`config.mk`:
```
export PLATFORM = sky130hd
export DESIGN_NAME = mf3_median
export DESIGN_NICKNAME = d
export VERILOG_FILES = /design/src/design/mf3_pkg.sv /design/src/design/mf3_median.sv
export SDC_FILE = /design/constraint.sdc
export NUM_CORES = 1
export LEC_CHECK = 0
export BUFFER_PORTS_ARGS = -buffer_cell sky130_fd_sc_hd__clkbuf_2
export CORE_MARGIN = 2
export CORE_UTILIZATION = 57
export DETAILED_ROUTE_END_ITERATION = 8
export PLACE_DENSITY = 0.81
export SYNTH_ARGS = -nofsm -noshare
export SYNTH_HDL_FRONTEND = slang
export SYNTH_SLANG_ARGS = --single-unit
```
`constraint.sdc`:
```
create_clock -name vclk -period 15.1
set_clock_uncertainty 0.05 [all_clocks]
set_input_delay 0.755 -clock vclk [all_inputs]
set_output_delay 0.755 -clock vclk [all_outputs]
set_load 0.01 [all_outputs]
```
`src/design/mf3_pkg.sv`:
```
`timescale 1ns / 1ps
// ----------------------------------------------------------------------------
// mf3_pkg
// Shared types, sizes and helpers of the streaming 3x3 median filter.
// ----------------------------------------------------------------------------
package mf3_pkg;

  localparam int MAX_WIDTH  = 1024;
  localparam int MAX_HEIGHT = 1024;
  localparam int COL_W      = $clog2(MAX_WIDTH);
  localparam int DIM_W      = 11;
  localparam int ROW_W      = 11;
  localparam int PIX_W      = 8;
  localparam int MIN_DIM    = 3;
  localparam int WIDTH_RST  = 720;
  localparam int HEIGHT_RST = 480;
  localparam int WIN_N      = 9;
  localparam int WIN_CENTER = 4;
  localparam int FIFO_DEPTH = 4;
  localparam int FIFO_AW    = $clog2(FIFO_DEPTH);
  localparam int CNT_W      = $clog2(FIFO_DEPTH + 1);
  localparam int ADDR_W     = 3;
  localparam int DATA_W     = 32;

  typedef logic [PIX_W-1:0] pixel_t;
  typedef logic [DIM_W-1:0] dim_t;
  typedef logic [COL_W-1:0] col_t;
  typedef logic [ROW_W-1:0] row_t;

  typedef enum logic {
    REG_FRAME_WIDTH  = 1'b0,
    REG_FRAME_HEIGHT = 1'b1
  } reg_idx_t;

  // per-item control carried alongside the pixel
  typedef struct packed {
    logic emit;
    logic border;
    logic eof;
  } ctrl_t;

  typedef struct packed {
    logic   eof;
    pixel_t pixel;
  } res_t;

  // saturating row increment
  function automatic row_t row_inc(input row_t r);
    return (r == '1) ? r : row_t'(r + row_t'(1));
  endfunction

endpackage

```
`src/design/mf3_median.sv`:
```
`timescale 1ns / 1ps
// ----------------------------------------------------------------------------
// mf3_median
// Median of nine pixels by a 19 compare-exchange selection network.
// ----------------------------------------------------------------------------
module mf3_median import mf3_pkg::*; (
  input  pixel_t win_i [WIN_N],
  output pixel_t med_o
);

  pixel_t p [WIN_N];

  // returns {min, max}
  function automatic logic [2*PIX_W-1:0] sort2(input pixel_t a, input pixel_t b);
    return (a > b) ? {b, a} : {a, b};
  endfunction

  always_comb begin
    for (int i = 0; i < WIN_N; i++) begin
      p[i] = win_i[i];
    end
    {p[1], p[2]} = sort2(p[1], p[2]);
    {p[4], p[5]} = sort2(p[4], p[5]);
    {p[7], p[8]} = sort2(p[7], p[8]);
    {p[0], p[1]} = sort2(p[0], p[1]);
    {p[3], p[4]} = sort2(p[3], p[4]);
    {p[6], p[7]} = sort2(p[6], p[7]);
    {p[1], p[2]} = sort2(p[1], p[2]);
    {p[4], p[5]} = sort2(p[4], p[5]);
    {p[7], p[8]} = sort2(p[7], p[8]);
    {p[0], p[3]} = sort2(p[0], p[3]);
    {p[5], p[8]} = sort2(p[5], p[8]);
    {p[4], p[7]} = sort2(p[4], p[7]);
    {p[3], p[6]} = sort2(p[3], p[6]);
    {p[1], p[4]} = sort2(p[1], p[4]);
    {p[2], p[5]} = sort2(p[2], p[5]);
    {p[4], p[7]} = sort2(p[4], p[7]);
    {p[4], p[2]} = sort2(p[4], p[2]);
    {p[6], p[4]} = sort2(p[6], p[4]);
    {p[4], p[2]} = sort2(p[4], p[2]);
    med_o = p[WIN_CENTER];
  end

endmodule

```
==> results of run 1 <==
[per-layer routing]
layer  track usage [%]  GRT overflow
met5             18.52             0
met4             84.26            40
met3             57.09             2
met2             96.65            60
met1             72.85             1
[through the flow]
step | hold slack [ns] | std cells
floorplan | 1.901 | 1024
global placement | 2.273 | 1440
detailed placement | 2.286 | 1440
CTS | 2.291 | 1506
[what timing repair did]
| action | CTS |
|---|---|
| buffers inserted | 62 |
| hold buffers | 0 |
| resized for setup | 111 |
| pin swaps | 57 |
| cloned | 4 |
| endpoints found under the setup margin | 8 |
| endpoints found under the hold margin | 0 |
[logic make-up after synthesis]
kind of cell	share of synthesized area (%)
buffers and inverters	7.103
AOI/OAI and AO/OA	30.97
xor gates and xnor gates	0.2505
muxes	13.79
adders and majority gates	26.44
and+or+nand+nor	21.44
[synth_stat cells (10+ instances only)]
cell,number,share of area (%)
a21o_1,24,2.6
a21oi_1,106,7.6
and3_1,13,1.2
clkbuf_1,24,1.3
ha_1,147,26
inv_1,94,5.0
mux2_2,26,4.2
mux2i_1,60,8.6
nand2_1,71,3.8
nand2b_1,18,1.6
nand3_1,41,2.9
nand4_1,12,1.1
nor2_1,92,4.9
nor2b_1,19,1.7
nor3_1,15,1.1
o211ai_1,15,1.6
o21a_1,35,3.8
o21ai_0,77,5.5
o31ai_1,10,1.1
or2_2,10,0.89
==> summary.txt, run 1 <==
Floorplan
  – Die W: 114.8 um
  – IO Pins: 80
  – Die height: 114.8 um
  – Starting Density: 58.22%
  – FP Rows: 40

Timing
  – Post-GRT worst EP: med_o[4]
  – WEP type: primary output

Outcome
  – Status: stopped before the end
  – Failed at: global routing (5_1_grt)
  – Log Error: [ERROR GRT-0232] Routing congestion too high. Check the congestion heatmap in the GUI.

Placement
  – DP HPWL: 21350 um
  – Pre-CTS setup slack: -1.006 ns
  – Buffers on Ports: 80
  – Placed Area: 9224 um^2
  – Final RePlAce weighted congestion: 0.9989

Synth
  – Synth Area per Inst: 6.829 um^2
  – Sequential area share after synthesis: 0%
  – Mapped Nets: 1243
  – Syn Inst Count: 1024
  – Synth Cell Area: 6993 um^2
  – Yosys Warn Count: 0
  – Post-synth cell types: 71

Global routing
  – Grt ovf: 103
  – GRT Total Usage: 76.14%
  – Largest net degree at the start of global routing: 22
==> run 2, diff against run 1 <==
--- a/config.mk
+++ b/config.mk
@@ -7,9 +7,9 @@
 export LEC_CHECK = 0
 export BUFFER_PORTS_ARGS = -buffer_cell sky130_fd_sc_hd__clkbuf_2
 export CORE_MARGIN = 2
-export CORE_UTILIZATION = 57
+export CORE_UTILIZATION = 40
 export DETAILED_ROUTE_END_ITERATION = 8
-export PLACE_DENSITY = 0.81
+export PLACE_DENSITY_LB_ADDON = 0.15
 export SYNTH_ARGS = -nofsm -noshare
 export SYNTH_HDL_FRONTEND = slang
 export SYNTH_SLANG_ARGS = --single-unit
==> constraint.sdc (replaced) <==
create_clock -name vclk -period 19.6
set_clock_uncertainty 0.05 [all_clocks]
set_input_delay 0.98 -clock vclk [all_inputs]
set_output_delay 0.98 -clock vclk [all_outputs]
set_load 0.01 [all_outputs]
==> summary.txt, run 2 <==
Clock network
  – Post-CTS Hold Buffers: 0 (unchanged)

Drt
  – Vias: 7557
  – Avg WL per Cell: 16.52 um
  – DR pass1 iterations: 7
  – DRT iter0 DRCs: 544
  – Met3 wire len: 1047 um
  – Routed Wire Length: 21780 um
  – Post-route ant nets: 0
  – WL met2: 9710 um
  – Drt drc: 0
  – DR vias/cell: 5.734
  – Met1 WL: 10320 um
  – Top Metal Used: met4

Timing
  – Rel. slew slack: 33.50%
  – Tightest Pin Transition: 0.9908 ns
  – Count of pins over their slew limit: 0
  – Final period util: 92.35%
  – Hold Vio Cnt, Final: 0
  – Final setup violation count: 0
  – Highest clock rate: 55.25 MHz
  – Setup TNS: 0 ns
  – Crit path time final: 18.10 ns
  – RSZ-0062 raised after global routing: false

Critical path
  – Worst EP required: 18.57 ns
  – Most used cell, CP: a21oi_1
  – Critical path class: in2out
  – Critical path's largest stage delay: 0.62 ns
  – Nature of the critical path startpoint: input pin
  – Critical Path Slowest Stage Cell: o31ai_1
  – Crit Path Max Fanout: 18
  – Worst EP arrival: 17.07 ns
  – CP Capture Type: output port

Floorplan
  – FP Rows: 48 (was 40)
  – Die W: 136.2 um (was 114.8 um)
  – Starting Density: 40.71% (was 58.22%)
  – IO Pins: 80 (unchanged)
  – Die height: 136.2 um (was 114.8 um)
  – CORE AREA: 17180 um^2
  – Total die area: 18560 um^2

Job
  – Max-cap violations: 0

Outcome
  – Status: completed (was stopped before the end)

Cells and area
  – Area growth from synthesis to layout: 11.61%
  – Final Cell Area: 7805 um^2
  – Non-filler cells, final: 1318
  – Ant diodes: 0
  – # clk buffers: 0
  – Nets: 1314
  – Sequential cells: 0
  – Most frequent cells in the layout: 147 x ha_1, 100 x a21oi_1, 94 x inv_1
  – Share of layout cells above drive strength 1: 15.37%
  – Commonest non-fill, non-tap cell in the layout: ha_1
  – Fillers: 1832
  – Storage element area: 0 um^2

Hold path
  – Worst hold-check path type: in2out

Synth
  – Cell with the most instances after synthesis: ha_1 (unchanged)
  – Synth top area share: 26.30% (unchanged)
  – Sequential area share after synthesis: 0% (unchanged)
  – Syn Inst Count: 1024 (unchanged)
  – Yosys Warn Count: 0 (unchanged)
  – Mapped Nets: 1243 (unchanged)
  – Post-synth top area cell: ha_1 (unchanged)
  – Synth Cell Area: 6993 um^2 (unchanged)
  – Most frequent cells after synthesis: 147 x ha_1, 106 x a21oi_1, 94 x inv_1, 92 x nor2_1, 77 x o21ai_0 (unchanged)
  – Synth Area per Inst: 6.829 um^2 (unchanged)
  – Synth top area cells: ha_1 26%, mux2i_1 8.6%, a21oi_1 7.6%, o21ai_0 5.5%, inv_1 5.0% (unchanged)
  – Post-synth cell types: 71 (unchanged)

Global routing
  – Grt ovf: 0
  – Largest net degree at the start of global routing: 31
  – GRT Total Usage: 22.88%
  – Initial antenna violation count: 0
  – Vias in the first global route: 6784
  – First-pass GRT wire length: 34420 um

Placement
  – Cells after DPL: 1306 (was 1440)
  – DP HPWL: 18740 um (was 21350 um)
  – Buffers on Ports: 80 (unchanged)
  – Final RePlAce weighted congestion: 0.9604 (was 0.9989)
  – Placed Area: 7636 um^2 (was 9224 um^2)
## run 2: metal layers
| metal | vias to the layer above | track usage [%] |
|---|---|---|
| met5 | - | 0 |
| met4 | 0 | 6.308 |
| met3 | 40 | 1.305 |
| met2 | 223 | 38.33 |
| met1 | 3375 | 31.68 |
| li1 | 3919 | - |
## run 2: cells by family after synthesis
| logic type | share of synthesized area (%) |
|---|---|
| XOR/XNOR | 0.2505 |
| buffers and inverters | 7.103 |
| adder cells (fa/ha/maj) | 26.44 |
| AO/OA/AOI/OAI | 30.97 |
| multiplexers | 13.79 |
| AND/OR/NAND/NOR | 21.44 |
## run 2: path summary, 6_finish.rpt
path      start  slack (ns)  depth (start not counted)  endpoint
max    win_i[1]        1.50                         83  med_o[2]
min   win_i[19]        2.78                          8  med_o[3]
## run 2: critical path, delay by kind of cell
kind                       cells  cell delay [ns]
AOI/OAI and AO/OA             47             8.86
and+or+nand+nor               20             3.40
adders and majority gates      9             2.81
buffers and inverters          7             0.98
## run 2: area by class of cell
cell class	count	area, um^2	area share [%]
multi-input cells	896	6589	84.42
repair buffers	102	578.1	7.406
inverters	95	356.6	4.569
well taps	225	281.5	3.607
## run 2: stage by stage
step | hold slack, ns | utilization (%) | worst slack [ns]
after global placement | 2.802 | 44.46 | 0.3494
after floorplan | 2.351 | - | 2.429
after detailed placement | 2.785 | 44.46 | 0.2282
final | 2.778 | 45.44 | 1.500
after global routing | 2.849 | 45.44 | 0.1012
after CTS | 2.787 | 44.46 | 0.1863
## run 2: what timing repair did
item,CTS,global route
buffers inserted,0,10
setup endpoints to repair,0,8
hold endpoints to repair,0,0
resized for setup,0,18
Power of run 2 is left out: the tool's default activity adds up to more than one toggle a clock period on the data nets, which glitch-free logic cannot reach.
==> run 3, diff against run 2 <==
--- a/config.mk
+++ b/config.mk
@@ -7,7 +7,7 @@
 export LEC_CHECK = 0
 export BUFFER_PORTS_ARGS = -buffer_cell sky130_fd_sc_hd__clkbuf_2
 export CORE_MARGIN = 2
-export CORE_UTILIZATION = 40
+export CORE_UTILIZATION = 30
 export DETAILED_ROUTE_END_ITERATION = 8
 export PLACE_DENSITY_LB_ADDON = 0.15
 export SYNTH_ARGS = -nofsm -noshare
==> summary.txt, run 3 (synthesized netlist as in run 2, its figures left out) <==
Outcome
  – Status: completed (unchanged)

Drt
  – DR pass1 iterations: 5 (was 7)
  – Drt drc: 0 (unchanged)
  – Vias: 7474 (was 7557)
  – DR vias/cell: 5.335 (was 5.734)
  – DRT iter0 DRCs: 597 (was 544)
  – Avg WL per Cell: 16.52 um (about the same)
  – Routed Wire Length: 23150 um (was 21780 um)
  – Post-route ant nets: 0 (unchanged)

Timing
  – Crit path time final: 18.27 ns (was 18.10 ns)
  – Hold Vio Cnt, Final: 0 (unchanged)
  – Highest clock rate: 54.75 MHz (was 55.25 MHz)
  – Count of pins over their slew limit: 0 (unchanged)
  – Fin Hold WS: 2.811 ns (was 2.778 ns)
  – Final setup violation count: 0 (unchanged)
  – Setup TNS: 0 ns (unchanged)
  – Tightest Pin Transition: 1.013 ns (was 0.9908 ns)
  – Final period util: 93.19% (was 92.35%)
  – Rel. slew slack: 32.46% (was 33.50%)

Cells and area
  – # clk buffers: 0 (unchanged)
  – Share of layout cells above drive strength 1: 14.61% (was 15.37%)
  – Ant diodes: 0 (unchanged)
  – Storage element area: 0 um^2 (unchanged)
  – Nets: 1309 (was 1314)
  – Commonest non-fill, non-tap cell in the layout: ha_1 (unchanged)
  – Sequential cells: 0 (unchanged)
  – Area growth from synthesis to layout: 12.35% (was 11.61%)
  – Most frequent cells in the layout: 147 x ha_1, 103 x a21oi_1, 94 x inv_1 (was 147 x ha_1, 100 x a21oi_1, 94 x inv_1)
  – Non-filler cells, final: 1401 (was 1318)
  – Fillers: 2507 (was 1832)

Global routing
  – GRT Total Usage: 18.44% (was 22.88%)
  – First-pass GRT wire length: 36340 um (was 34420 um)
  – Grt ovf: 0 (unchanged)
  – Largest net degree at the start of global routing: 31 (unchanged)
  – Initial antenna violation count: 0 (unchanged)
  – Vias in the first global route: 6962 (was 6784)

Critical path
  – Delay-heaviest family, CP: compound AO/OA/AOI/OAI gates (unchanged)
  – Worst EP arrival: 17.24 ns (was 17.07 ns)
  – CP Capture Type: output port (unchanged)
  – Worst EP required: 18.57 ns (about the same)
  – Critical path class: in2out (unchanged)
  – Most used cell, CP: o21ai_0 (was a21oi_1)
  – Nature of the critical path startpoint: input pin (unchanged)
  – Critical path's largest stage delay: 0.50 ns (was 0.62 ns)
  – WP buf/inv: 8 (was 7)
  – Crit Path Max Fanout: 17 (was 18)
  – Critical Path Slowest Stage Cell: or4_1 (was o31ai_1)

Job
  – Max-cap violations: 0 (unchanged)

Floorplan
  – CORE AREA: 22780 um^2 (was 17180 um^2)
  – Die W: 156.7 um (was 136.2 um)
  – FP Rows: 55 (was 48)
  – IO Pins: 80 (unchanged)
  – Starting Density: 30.70% (was 40.71%)
  – Die height: 156.7 um (was 136.2 um)
  – Total die area: 24550 um^2 (was 18560 um^2)

Placement
  – Final RePlAce weighted congestion: 0.9381 (was 0.9604)
  – Cells after DPL: 1396 (was 1306)
  – DP HPWL: 20230 um (was 18740 um)
  – Buffers on Ports: 80 (unchanged)

Hold path
  – Worst hold-check path type: in2out (unchanged)

Clock network
  – Post-CTS Hold Buffers: 0 (unchanged)
[run 3: changes by cell type in the layout (fill, tap and decap cells not counted), moves of 2 or more]
| cell | delta |
|---|---|
| o21ai_1 | +2 |
| buf_4 | -5 |
| a21oi_2 | -3 |
| a21oi_1 | +3 |
[run 3: metal layers]
metal,GRT usage (%),up-vias,share of wire (%)
met1,26.07,3361,49
met2,31.47,175,45
met4,3.014,0,2.0
li1,-,3916,-
met5,0,-,0
met3,0.7754,22,3.8
[run 3: path summary, 6_finish.rpt]
check,slack [ns],endpoint,cells past startpoint,start
worst min-delay path,2.81,med_o[3],8,win_i[19]
worst max-delay path,1.33,med_o[4],85,win_i[1]
[run 3: final cells by class]
cell class / instances / area, um^2 / area share (%)
Timing Repair Buffer: 96 / 520.5 / 6.625
Tap cell: 313 / 391.6 / 4.985
Inverter: 95 / 356.6 / 4.539
Multi-Input combinational cell: 897 / 6588 / 83.85
[run 3: timing repair]
item | 4_1_cts | 5_1_grt
setup endpoints to repair | 0 | 8
setup buffers | 0 | 2
gates resized for setup | 0 | 17
[run 3: stage by stage]
step	setup slack [ns]	util, %	area (um^2)
floorplan	2.429	-	6993
finish	1.334	34.49	7856
global route	-0.003437	34.49	7856
global placement	0.4541	34.07	7761
detailed placement	0.5185	34.07	7761
CTS	0.4312	34.07	7761
Power of run 3 is left out for the same reason.
==> run 4, diff against run 3 <==
--- a/config.mk
+++ b/config.mk
@@ -9,6 +9,7 @@
 export CORE_MARGIN = 2
 export CORE_UTILIZATION = 30
 export DETAILED_ROUTE_END_ITERATION = 8
+export MAX_ROUTING_LAYER = met4
 export PLACE_DENSITY_LB_ADDON = 0.15
 export SYNTH_ARGS = -nofsm -noshare
 export SYNTH_HDL_FRONTEND = slang
==> summary.txt, run 4 (synthesized netlist as in run 2, its figures left out) <==
Cells and area
  – Ant diodes: 0 (unchanged)
  – Commonest non-fill, non-tap cell in the layout: ha_1 (unchanged)
  – Nets: 1309 (unchanged)
  – Area growth from synthesis to layout: 12.35% (unchanged)
  – Fillers: 2507 (unchanged)
  – Final Util: 34.49% (unchanged)
  – # clk buffers: 0 (unchanged)
  – Most frequent cells in the layout: 147 x ha_1, 103 x a21oi_1, 94 x inv_1 (unchanged)
  – Storage element area: 0 um^2 (unchanged)
  – Non-filler cells, final: 1401 (unchanged)
  – Area of the multi-input gates: 6588 um^2 (unchanged)
  – Sequential cells: 0 (unchanged)
  – Share of layout cells above drive strength 1: 14.61% (unchanged)

Drt
  – Avg WL per Cell: 16.58 um (was 16.52 um)
  – Vias: 7478 (was 7474)
  – Routed Wire Length: 23230 um (was 23150 um)
  – DR pass1 iterations: 7 (was 5)
  – Post-route ant nets: 0 (unchanged)
  – DR vias/cell: 5.338 (was 5.335)
  – DRT iter0 DRCs: 649 (was 597)
  – Drt drc: 0 (unchanged)

Job
  – Max-cap violations: 0 (unchanged)

Placement
  – Buffers on Ports: 80 (unchanged)
  – Pre-CTS setup slack: 0.5185 ns (unchanged)
  – Final RePlAce weighted congestion: 0.9550 (was 0.9381)
  – Cells after DPL: 1396 (unchanged)
  – DP HPWL: 20230 um (unchanged)

Timing
  – Crit path time final: 18.29 ns (was 18.27 ns)
  – Final setup violation count: 0 (unchanged)
  – Tightest Pin Transition: 1.015 ns (was 1.013 ns)
  – Hold Vio Cnt, Final: 0 (unchanged)
  – Count of pins over their slew limit: 0 (unchanged)
  – Highest clock rate: 54.67 MHz (was 54.75 MHz)
  – Setup ws final: 1.307 ns (was 1.334 ns)
  – Rel. slew slack: 32.34% (was 32.46%)
  – Final period util: 93.33% (was 93.19%)
  – Setup TNS: 0 ns (unchanged)

Clock network
  – Post-CTS Hold Buffers: 0 (unchanged)

Critical path
  – Critical path's largest stage delay: 0.50 ns (about the same)
  – Worst EP arrival: 17.26 ns (was 17.24 ns)
  – Delay-heaviest family, CP: compound AO/OA/AOI/OAI gates (unchanged)
  – Nature of the critical path startpoint: input pin (unchanged)
  – WP buf/inv: 8 (unchanged)
  – Crit Path Max Fanout: 17 (unchanged)
  – Critical path class: in2out (unchanged)
  – Critical Path Slowest Stage Cell: or4_1 (unchanged)
  – CP Capture Type: output port (unchanged)
  – Worst EP required: 18.57 ns (about the same)
  – Most used cell, CP: o21ai_0 (unchanged)

Global routing
  – Vias in the first global route: 6960 (was 6962)
  – Initial antenna violation count: 0 (unchanged)
  – Grt ovf: 0 (unchanged)
  – GRT Total Usage: 19.01% (was 18.44%)
  – Largest net degree at the start of global routing: 31 (unchanged)
  – First-pass GRT wire length: 36340 um (unchanged)

Outcome
  – Status: completed (unchanged)

Floorplan
  – IO Pins: 80 (unchanged)
  – Total die area: 24550 um^2 (unchanged)
  – Die height: 156.7 um (unchanged)
  – Starting Density: 30.70% (unchanged)
  – CORE AREA: 22780 um^2 (unchanged)
  – Die W: 156.7 um (unchanged)
  – FP Rows: 55 (unchanged)

Hold path
  – Worst hold-check path type: in2out (unchanged)
## run 4: cell counts in the layout (fill, tap and decap cells not counted)
Identical to the previous run, type by type.
## run 4: routing by layer
metal / vias up / part of all wire [%] / wire (um) / global-route usage, %
met5: - / 0 / 0 / -
met4: 0 / 1.8 / 419 / 3.014
met3: 19 / 3.3 / 767 / 0.6092
met2: 161 / 45 / 10430 / 31.30
met1: 3381 / 50 / 11610 / 26.40
li1: 3917 / - / - / -
## run 4: per-stage QoR
step	hold WS, ns	cell area [um^2]
finish	2.834	7856
global placement	2.835	7761
floorplan	2.351	6993
global route	2.877	7856
CTS	2.831	7761
detailed placement	2.833	7761
## run 4: final timing paths
check	from	to	slack, ns	depth (start not counted)
worst max-delay path	win_i[1]	med_o[4]	1.31	86
worst min-delay path	win_i[19]	med_o[3]	2.83	8
## run 4: final cells by class
class / count / share of cell area (%)
inverters: 95 / 4.539
repair buffers: 96 / 6.625
multi-input cells: 897 / 83.85
well taps: 313 / 4.985
## run 4: repair_timing
action | 4_1_cts | 5_1_grt
gates resized for setup | 0 | 17
setup endpoints to repair | 0 | 8
buffers inserted | 0 | 2
endpoints found under the hold margin | 0 | 0
Power of run 4 is left out for the same reason.
